### config.mk
export PLATFORM = sky130hd
export DESIGN_NAME = ppat_table
export DESIGN_NICKNAME = d
export VERILOG_FILES = /design/src/hdl/plate_permit_access_table_assert.svh /design/src/hdl/ppat_pkg.sv /design/src/hdl/ppat_ram.sv /design/src/hdl/ppat_table.sv
export SDC_FILE = /design/constraint.sdc
export NUM_CORES = 2
export LEC_CHECK = 0
export BUFFER_PORTS_ARGS = -buffer_cell sky130_fd_sc_hd__buf_2
export CAP_MARGIN = 10
export CORE_MARGIN = 2
export CORE_UTILIZATION = 65
export DETAILED_ROUTE_END_ITERATION = 10
export PLACE_DENSITY = 0.81
export REMOVE_ABC_BUFFERS = 1
export SYNTH_ARGS = -nofsm -noshare
export SYNTH_HDL_FRONTEND = slang
export SYNTH_SLANG_ARGS = --single-unit
### constraint.sdc
create_clock -name aclk -period 14 [get_ports aclk]
set_input_delay 1.4 -clock aclk [delete_from_list [all_inputs] [get_ports aclk]]
set_output_delay 1.4 -clock aclk [all_outputs]
set_load 0.01 [all_outputs]
### src/hdl/plate_permit_access_table_assert.svh
// Assertion macros shared by the plate permit/access table RTL.
`ifndef PLATE_PERMIT_ACCESS_TABLE_ASSERT_SVH
`define PLATE_PERMIT_ACCESS_TABLE_ASSERT_SVH

// Same-cycle implication, checked out of reset
`define PPAT_ASSERT_NOW(label, ante, cons, msg) \
    label: assert property (@(posedge aclk) disable iff (!aresetn) (ante) |-> (cons)) \
        else $error(msg);

// Next-cycle implication, checked out of reset
`define PPAT_ASSERT_NEXT(label, ante, cons, msg) \
    label: assert property (@(posedge aclk) disable iff (!aresetn) (ante) |=> (cons)) \
        else $error(msg);

`endif

### src/hdl/ppat_pkg.sv
// Shared types and constants for the plate permit/access table.
package ppat_pkg;

    localparam int PLATE_W      = 56;
    localparam int ENTRY_W      = 7;
    localparam int STATUS_W     = 3;
    localparam int OPCODE_W     = 2;
    localparam int ACCESS_DEPTH = 64;
    localparam int PERMIT_DEPTH = 64;

    // Opcodes
    localparam logic [OPCODE_W-1:0] OP_ADD_PERMIT = 2'd0;
    localparam logic [OPCODE_W-1:0] OP_ADD_ACCESS = 2'd1;
    localparam logic [OPCODE_W-1:0] OP_CHECK      = 2'd2;

    // Status codes
    localparam logic [STATUS_W-1:0] ST_IN_ACCESS    = 3'd0;
    localparam logic [STATUS_W-1:0] ST_NOT_AUTH     = 3'd1;
    localparam logic [STATUS_W-1:0] ST_ACCESS_ADDED = 3'd2;
    localparam logic [STATUS_W-1:0] ST_PERMIT_ADDED = 3'd3;
    localparam logic [STATUS_W-1:0] ST_PERMIT_DUP   = 3'd4;
    localparam logic [STATUS_W-1:0] ST_FULL         = 3'd5;

    // Command to a table engine
    typedef struct packed {
        logic start;
        logic insert;
    } tbl_cmd_t;

    // Result of one table pass (valid while done is high)
    typedef struct packed {
        logic done;
        logic hit;
        logic stored;
    } tbl_res_t;

    typedef enum logic [1:0] {
        TBL_IDLE,
        TBL_SCAN,
        TBL_SHIFT
    } tbl_state_t;

    typedef enum logic [2:0] {
        CTL_IDLE,
        CTL_DISPATCH,
        CTL_PERMIT,
        CTL_ACCESS,
        CTL_CHK_ACC,
        CTL_CHK_PERM,
        CTL_RESP
    } ctl_state_t;

endpackage

### src/hdl/ppat_ram.sv
// Generic simple dual-port RAM with registered read.
module ppat_ram #(
    parameter int WIDTH = ppat_pkg::PLATE_W,
    parameter int DEPTH = ppat_pkg::ACCESS_DEPTH,
    localparam int AW   = $clog2(DEPTH)
) (
    input  logic             aclk,
    input  logic             wr_en,
    input  logic [AW-1:0]    wr_addr,
    input  logic [WIDTH-1:0] wr_data,
    input  logic [AW-1:0]    rd_addr,
    output logic [WIDTH-1:0] rd_data
);

    logic [WIDTH-1:0] mem [DEPTH];
    logic [WIDTH-1:0] rd_data_reg;

    always_ff @(posedge aclk) begin
        if (wr_en) begin
            mem[wr_addr] <= wr_data;
        end
        rd_data_reg <= mem[rd_addr];
    end

    assign rd_data = rd_data_reg;

endmodule

### src/hdl/ppat_table.sv
// One sorted plate table: RAM, entry count and a scan/insert engine.
module ppat_table #(
    parameter int DEPTH = ppat_pkg::ACCESS_DEPTH,
    localparam int AW   = $clog2(DEPTH),
    localparam int CW   = $clog2(DEPTH + 1)
) (
    input  logic                         aclk,
    input  logic                         aresetn,
    input  ppat_pkg::tbl_cmd_t           cmd,
    input  logic [ppat_pkg::PLATE_W-1:0] key,
    output ppat_pkg::tbl_res_t           res,
    output logic [CW-1:0]                count
);

    ppat_pkg::tbl_state_t state_reg, state_next;
    logic [CW-1:0]                count_reg, count_next;
    logic [CW-1:0]                idx_reg, idx_next;
    logic [CW-1:0]                idx_inc;
    logic [ppat_pkg::PLATE_W-1:0] hold_reg, hold_next;
    logic                         insert_reg, insert_next;
    logic                         full;

    logic                         we;
    logic [AW-1:0]                wr_addr;
    logic [ppat_pkg::PLATE_W-1:0] wr_data;
    logic [AW-1:0]                rd_addr;
    logic [ppat_pkg::PLATE_W-1:0] rd_data;

    ppat_ram #(
        .WIDTH (ppat_pkg::PLATE_W),
        .DEPTH (DEPTH)
    ) u_ram (
        .aclk    (aclk),
        .wr_en   (we),
        .wr_addr (wr_addr),
        .wr_data (wr_data),
        .rd_addr (rd_addr),
        .rd_data (rd_data)
    );

    assign idx_inc = idx_reg + 1'b1;
    assign full    = (count_reg == CW'(DEPTH));
    assign count   = count_reg;

    // Control registers
    always_ff @(posedge aclk) begin
        if (!aresetn) begin
            state_reg <= ppat_pkg::TBL_IDLE;
            count_reg <= '0;
        end else begin
            state_reg <= state_next;
            count_reg <= count_next;
        end
    end

    // Scan pointer and carried entry
    always_ff @(posedge aclk) begin
        idx_reg    <= idx_next;
        hold_reg   <= hold_next;
        insert_reg <= insert_next;
    end

    // One entry per cycle: read ahead at idx+1 while comparing entry idx.
    // An insert writes the key at its slot, then ripples the tail up one place.
    always_comb begin
        state_next  = state_reg;
        count_next  = count_reg;
        idx_next    = idx_reg;
        hold_next   = hold_reg;
        insert_next = insert_reg;
        we          = 1'b0;
        wr_addr     = idx_reg[AW-1:0];
        wr_data     = hold_reg;
        rd_addr     = idx_inc[AW-1:0];
        res         = '0;

        unique case (state_reg)
            ppat_pkg::TBL_IDLE: begin
                rd_addr = '0;
                if (cmd.start) begin
                    idx_next    = '0;
                    insert_next = cmd.insert;
                    state_next  = ppat_pkg::TBL_SCAN;
                end
            end

            ppat_pkg::TBL_SCAN: begin
                if (idx_reg == count_reg) begin
                    // end of table, key is larger than all entries
                    res.done   = 1'b1;
                    state_next = ppat_pkg::TBL_IDLE;
                    if (insert_reg && !full) begin
                        we         = 1'b1;
                        wr_data    = key;
                        count_next = count_reg + 1'b1;
                        res.stored = 1'b1;
                    end
                end else if (rd_data < key) begin
                    idx_next = idx_inc;
                end else if (rd_data == key) begin
                    res.done   = 1'b1;
                    res.hit    = 1'b1;
                    state_next = ppat_pkg::TBL_IDLE;
                end else if (insert_reg && !full) begin
                    we         = 1'b1;
                    wr_data    = key;
                    hold_next  = rd_data;
                    idx_next   = idx_inc;
                    state_next = ppat_pkg::TBL_SHIFT;
                end else begin
                    res.done   = 1'b1;
                    state_next = ppat_pkg::TBL_IDLE;
                end
            end

            ppat_pkg::TBL_SHIFT: begin
                we = 1'b1;
                if (idx_reg == count_reg) begin
                    // last carried entry lands in the new top slot
                    count_next = count_reg + 1'b1;
                    res.done   = 1'b1;
                    res.stored = 1'b1;
                    state_next = ppat_pkg::TBL_IDLE;
                end else begin
                    hold_next = rd_data;
                    idx_next  = idx_inc;
                end
            end

            default: begin
                state_next = ppat_pkg::TBL_IDLE;
            end
        endcase
    end

endmodule
Word level (Yosys, flattened, before mapping)
Memory sizes are Yosys's and may differ from the RTL's. A register that Yosys moved wholly into a read port is not among the register bits.
Index checks and enable logic that the tools add are counted.
{"block": "totals", "elab_cells": 83, "mem_bits_rw": 3584, "register_bits": 73, "input_bits": 60, "output_inout_bits": 10, "mem_count": 1}
{"name": "u_ram.mem", "depth": 64, "word_bits": 56, "rd": 1, "rd_ports_with_merged_regs": 1, "wr": 1, "line_no": "ppat_ram.sv:15", "source": "logic [WIDTH-1:0] mem [DEPTH];"}
{"block": "classes", "order_cmp": 1, "n_eq_ne": 16, "mux": 48, "reduce_logical": 10, "addsub": 2}
{"operator": "$mux W56", "count": 10}
{"operator": "$pmux W56 S2", "count": 1}
{"operator": "$mux W7", "count": 9}
{"operator": "$eq A56 B56 Y1", "count": 1}
{"operator": "$lt A56 B56 Y1", "count": 1}
{"operator": "$pmux W7 S3", "count": 1}
{"operator": "$ne A2 B2 Y1 const B", "count": 8}
{"operator": "$add A7 B1 Y7 const B", "count": 2}
{"operator": "$mux W1", "count": 14}
{"operator": "$mux W2", "count": 7}
{"operator": "$pmux W7 S2", "count": 1}
{"operator": "$reduce_and A6 Y1", "count": 2}
{"operator": "$ne A3 B3 Y1 const B", "count": 3}
{"operator": "$eq A7 B7 Y1", "count": 1}
{"operator": "$eq A7 B7 Y1 const B", "count": 1}
{"operator": "$mux W6", "count": 1}
{"operator": "$pmux W1 S2", "count": 3}
{"operator": "$pmux W2 S3", "count": 1}
{"operator": "$reduce_and A4 Y1", "count": 1}
{"operator": "$reduce_and A3 Y1", "count": 1}
{"operator": "$reduce_bool A3 Y1", "count": 1}
{"operator": "$eq A2 B1 Y1 const B", "count": 1}
{"operator": "$eq A2 B2 Y1 const B", "count": 1}
{"operator": "$logic_not A2 Y1", "count": 1}
{"operator": "other kinds (4)", "count": 4}

Depth between registers and ports, before layout
{"block": "depth", "ltp_word": 10, "ltp_mapped": 13}

Cells and area by module
A second synthesis with hierarchy kept.
{"block": "hier_totals", "cells_unflattened": 6395, "area_unflattened_um2": 142050.0}
{"module": "ppat_ram", "cells_per_inst": 5949, "instances": 1, "seq_area_each_um2": 108744.3, "area_each_um2": 136983.9}
{"module": "ppat_table", "cells_per_inst": 446, "instances": 1, "seq_area_each_um2": 2102.0, "area_each_um2": 5066.1}

Worst setup path before layout
Ideal clock, no wire load.
{"block": "synth_timing", "kind": "input port to flip-flop", "startpoint": "input port key[23] (netlist bit)", "endpoint": "memory u_ram.mem[56][0] (netlist bit) (enable)", "required_time_ps": 13390, "path_slack_ps": 4857, "t_arrival_ps": 8533, "path_stages": 11, "setup_ps": 610, "cell_sequence": "inv_1 > ha_1 > and4_1 > nand2_1 > nor4b_1 > o22a_1 > o2111ai_1 > a21boi_1 > nor3_2 > buf_6 > nor4_1"}
{"block": "synth_between", "elab_chain_len": 7, "word_cells_on_any_way": 8, "classes_between": "order compare: 1; eq/ne: 1; mux: 6"}
{"element": "from (decl)", "line_no": "ppat_table.sv:10", "source": "input logic [ppat_pkg::PLATE_W-1:0] key,"}
{"element": "parallel branches: the longest is 2 deep, another holds $lt A56 B56 Y1"}
{"element": "$mux W1 (*)", "line_no": "ppat_table.sv:98", "source": "end else if (rd_data < key) begin"}
{"element": "$mux W1 (*)", "line_no": "ppat_table.sv:88", "source": "if (idx_reg == count_reg) begin"}
{"element": "$pmux W1 S2 (*)", "line_no": "ppat_table.sv:77", "source": "unique case (state_reg)"}
{"element": "$mux W1 (*)", "line_no": "ppat_ram.sv:19", "source": "if (wr_en) begin"}
{"element": "$mux W1 (implied by the code) (*)", "line_no": "ppat_ram.sv:20", "source": "mem[wr_addr] <= wr_data;"}
{"element": "to (decl)", "line_no": "ppat_ram.sv:15"}
Mark *: on every way between the ends.

Worst setup path after layout
{"block": "layout_timing", "startpoint": "register idx_reg[0]", "endpoint": "register u_ram.rd_data_reg[37] (netlist: u_ram.rd_data[37]), read port of u_ram.mem"}
{"block": "layout_between", "elab_chain_len": 2}
{"element": "from (decl)", "line_no": "ppat_table.sv:17", "source": "logic [CW-1:0] idx_reg, idx_next;"}
{"element": "from (signal assigned)", "line_no": "ppat_table.sv:58", "source": "idx_reg <= idx_next;"}
{"element": "$add A7 B1 Y7", "line_no": "ppat_table.sv:41", "source": "assign idx_inc = idx_reg + 1'b1;"}
{"element": "$mux W6", "line_no": "ppat_table.sv:77"}
{"element": "to (decl)", "line_no": "ppat_ram.sv:16", "source": "logic [WIDTH-1:0] rd_data_reg;"}
No other way between the ends.
A chain may end at the register's enable or synchronous reset.

==> reports/results.tsv <==
metric	value	unit
number of global-route vias before repair	78800	
FF-to-FF Start	idx_reg[0]	
min cycle time layout	6.79	ns
gr usage total	36.7	%
Ys Warns	0	
outcome	finished clean	
Power Density	203	nW/µm²
element type at the critical path start	flip-flop	
CTS tree	yes	
Sw Share	31.6	%
Synth Register Bits	3713	
sequential share of the synthesized area	77.9	%
H-tree depth	5	
launch point of the worst path	idx_reg[0]	
Area after DPL	146000	µm²
asr flop ratio synth	0	%
number of port buffers	69	
mean post-synth cell area	20.6	µm²
Clk network pwr share	30.0	%
Total Nets Final	7186	
Area Growth Syn to Fin	11.2	%
starting DRC count in detailed routing	14800	
total number of vias	79400	
starting density of the core	65.4	%
Final Hold Viols	0	
worst skew pair latency	1.01	ns
VDD IR-drop max	0.206	mV
final instance area	158000	µm²
Setup crit end kind	flip-flop	
routed wire length	409000	µm
post-synthesis cell count	6894	
global-route wire length before repair	573000	µm
Worst Setup EP	u_ram.rd_data[37]	
Rows	171	
final number of setup-violating endpoints	0	
antenna violations before repair	13	
drt via density	7.78	
largest net degree at the start of global routing	157	
CTS buffer count	364	
post-CTS setup buffers	0	
Worst Hold Class	reg2reg	
drt pass-1 iters	8	
RSZ-0062 raised after global routing	false	
max_slew headroom	9.58	%
Mapped Area	142000	µm²
CP Class	reg2reg	
Synth cell types	55	
# DRC	0	
flop2flop setup slack	7.21	ns
arrival time worst endpoint	7.62	ns
clk slew on worst S/H paths	0.07	ns
die width	472	µm
max_cap viols	0	
max-slew violations	0	
gr ovfl total	0	
Highest Clock Rate	0.147	GHz
Final Core Density	72.7	%
NetSw	10.1	mW
Main synth FF type	edfxtp_1	
RR Endpoint	u_ram.rd_data[37]	
Sink Count	3713	
worst r2r path cells	11	
WL per Instance	40.1	µm
Final Cycle Share	48.5	%
Leakage	48.4	nW
Post-synth EDFFs	3648	
routability cong.	0.880	
post-cts sizing count	0	
I/O pin count	70	
root buffer cell	clkbuf_16	
Post-DP HPWL	204000	µm
clk buf depth	4	
max FFs per register	3584	
full die area	223000	µm²
final antenna-violating net count	0	
Clock Skews	0.0755	ns
internal power	21.9	mW
die height	472	µm
layout cell share with drive strength beyond 1	22.2	%
crit-path max FO	124	
Tightest Pin Transition	1.36	ns
sequential power share	41.6	%
CP required	14.82	ns
Logic pwr share	28.3	%
hold buffer count at cts	0	
Core ar.	217000	µm²
==> cell usage after synthesis (5+ instances only) <==
cell | number | area, µm²
a21oi_1 | 137 | 686
and2_1 | 5 | 31.3
and4_1 | 6 | 52.6
buf_1 | 44 | 165
buf_2 | 114 | 571
buf_4 | 7 | 52.6
buf_6 | 16 | 180
clkbuf_1 | 315 | 1180
dfxtp_1 | 65 | 1300
edfxtp_1 | 3648 | 110000
ha_1 | 63 | 788
inv_1 | 65 | 244
mux2_2 | 56 | 631
mux2i_1 | 171 | 1710
mux4_2 | 672 | 15100
nand2_1 | 83 | 312
nand3_1 | 67 | 335
nand3b_1 | 5 | 37.5
nand4_1 | 10 | 62.6
nor2_1 | 19 | 71.3
nor2b_1 | 8 | 50.1
nor3_1 | 8 | 40.0
nor4_1 | 65 | 407
o211ai_1 | 57 | 428
o21ai_0 | 348 | 1740
o221ai_1 | 336 | 2940
o22ai_1 | 336 | 2100
o32ai_1 | 113 | 990
or3_1 | 5 | 31.3
xnor2_1 | 7 | 61.3
xor2_1 | 10 | 87.6
==> final cells by class <==
class	instances	area, µm²
well taps	2854	3570
repair buffers	299	2340
clock buffers	473	9900
flip-flops and latches	3713	111000
fillers	11300	59300
multi-input cells	2619	29500
diodes	7	17.5
inverters	66	255
clock inverters	172	1710
==> power groups by stage <==
stage,registers [mW],clock network (mW),logic [mW]
global placement,13.6,0,8.37
floorplan,13.5,0,8.13
global route,13.4,10.0,9.38
finish,13.4,9.64,9.10
CTS,13.4,9.65,8.86
detailed placement,13.6,0,8.61
==> routing by layer <==
layer	GRT usage (%)	routed length [µm]
met1	46.8	128000
met2	56.2	191000
met3	10.4	58200
met4	23.5	32100
met5	0	88
==> cell usage in the layout (no fill, tap or decap), types with 49 or more instances in the layout <==
cell | synthesis | layout
o221ai_1 | 336 | 336
nand3_1 | 67 | 67
mux2_2 | 56 | 56
a21oi_1 | 137 | 136
edfxtp_1 | 3648 | 3648
o32ai_1 | 113 | 113
ha_1 | 63 | 63
clkinv_2 | 0 | 61
nand2_1 | 83 | 83
buf_4 | 7 | 209
mux2i_1 | 171 | 171
nor4_2 | 0 | 64
dfxtp_1 | 65 | 65
mux4_2 | 672 | 672
o21ai_0 | 348 | 346
o211ai_1 | 57 | 57
clkbuf_16 | 0 | 368
inv_1 | 65 | 65
clkinv_1 | 0 | 49
buf_2 | 114 | 69
clkbuf_1 | 315 | 75
o22ai_1 | 336 | 336
==> critical path, stage by stage (launching register included) <==
cell and delay [ns]:
edfxtp_1 0.33, buf_4 0.54, buf_12 0.54, ha_1 0.32, xor2_1 0.40, nor2b_4 0.78, buf_4 0.91, buf_4 0.83
mux4_2 0.45, mux4_2 0.56, mux2i_1 0.57, o211ai_1 0.23
==> stage by stage <==
step                      hold slack, ns  TNS [ns]  total power [mW]  cells  setup slack, ns
final                              0.433         0              32.1  10200             7.21
after detailed placement           0.430         0              22.2   9541             7.03
after global placement             0.416         0              22.0   9541             7.16
after global routing               0.444         0              32.8  10200             7.19
after CTS                          0.432         0              31.9  10200             7.32
after floorplan                    0.408  -4834.75              21.7   6398           -21.24
==> kinds of logic after synthesis <==
group           after synthesis  share of synthesized area [%]
flops                      3713                           77.9
compound gates             1346                           6.36
mux                         899                           12.3
buf+inv                     562                           1.69
simple gates                294                           1.08
fa+ha+maj                    63                          0.554
xor+xnor                     17                          0.105
==> worst min-delay path by stage <==
stage / depth (start not counted) / slack, ns / endpoint / from
3_5_place_dp: 0 / 0.43 / hold_reg[38] / u_ram.rd_data[38]
6_report: 0 / 0.43 / hold_reg[39] / u_ram.rd_data[39]
3_3_place_gp: 0 / 0.42 / hold_reg[0] / u_ram.rd_data[0]
2_1_floorplan: 0 / 0.41 / hold_reg[0] / u_ram.rd_data[0]
5_1_grt: 0 / 0.44 / hold_reg[39] / u_ram.rd_data[39]
4_1_cts: 0 / 0.43 / hold_reg[39] / u_ram.rd_data[39]
(Power assumes the default switching activity.)
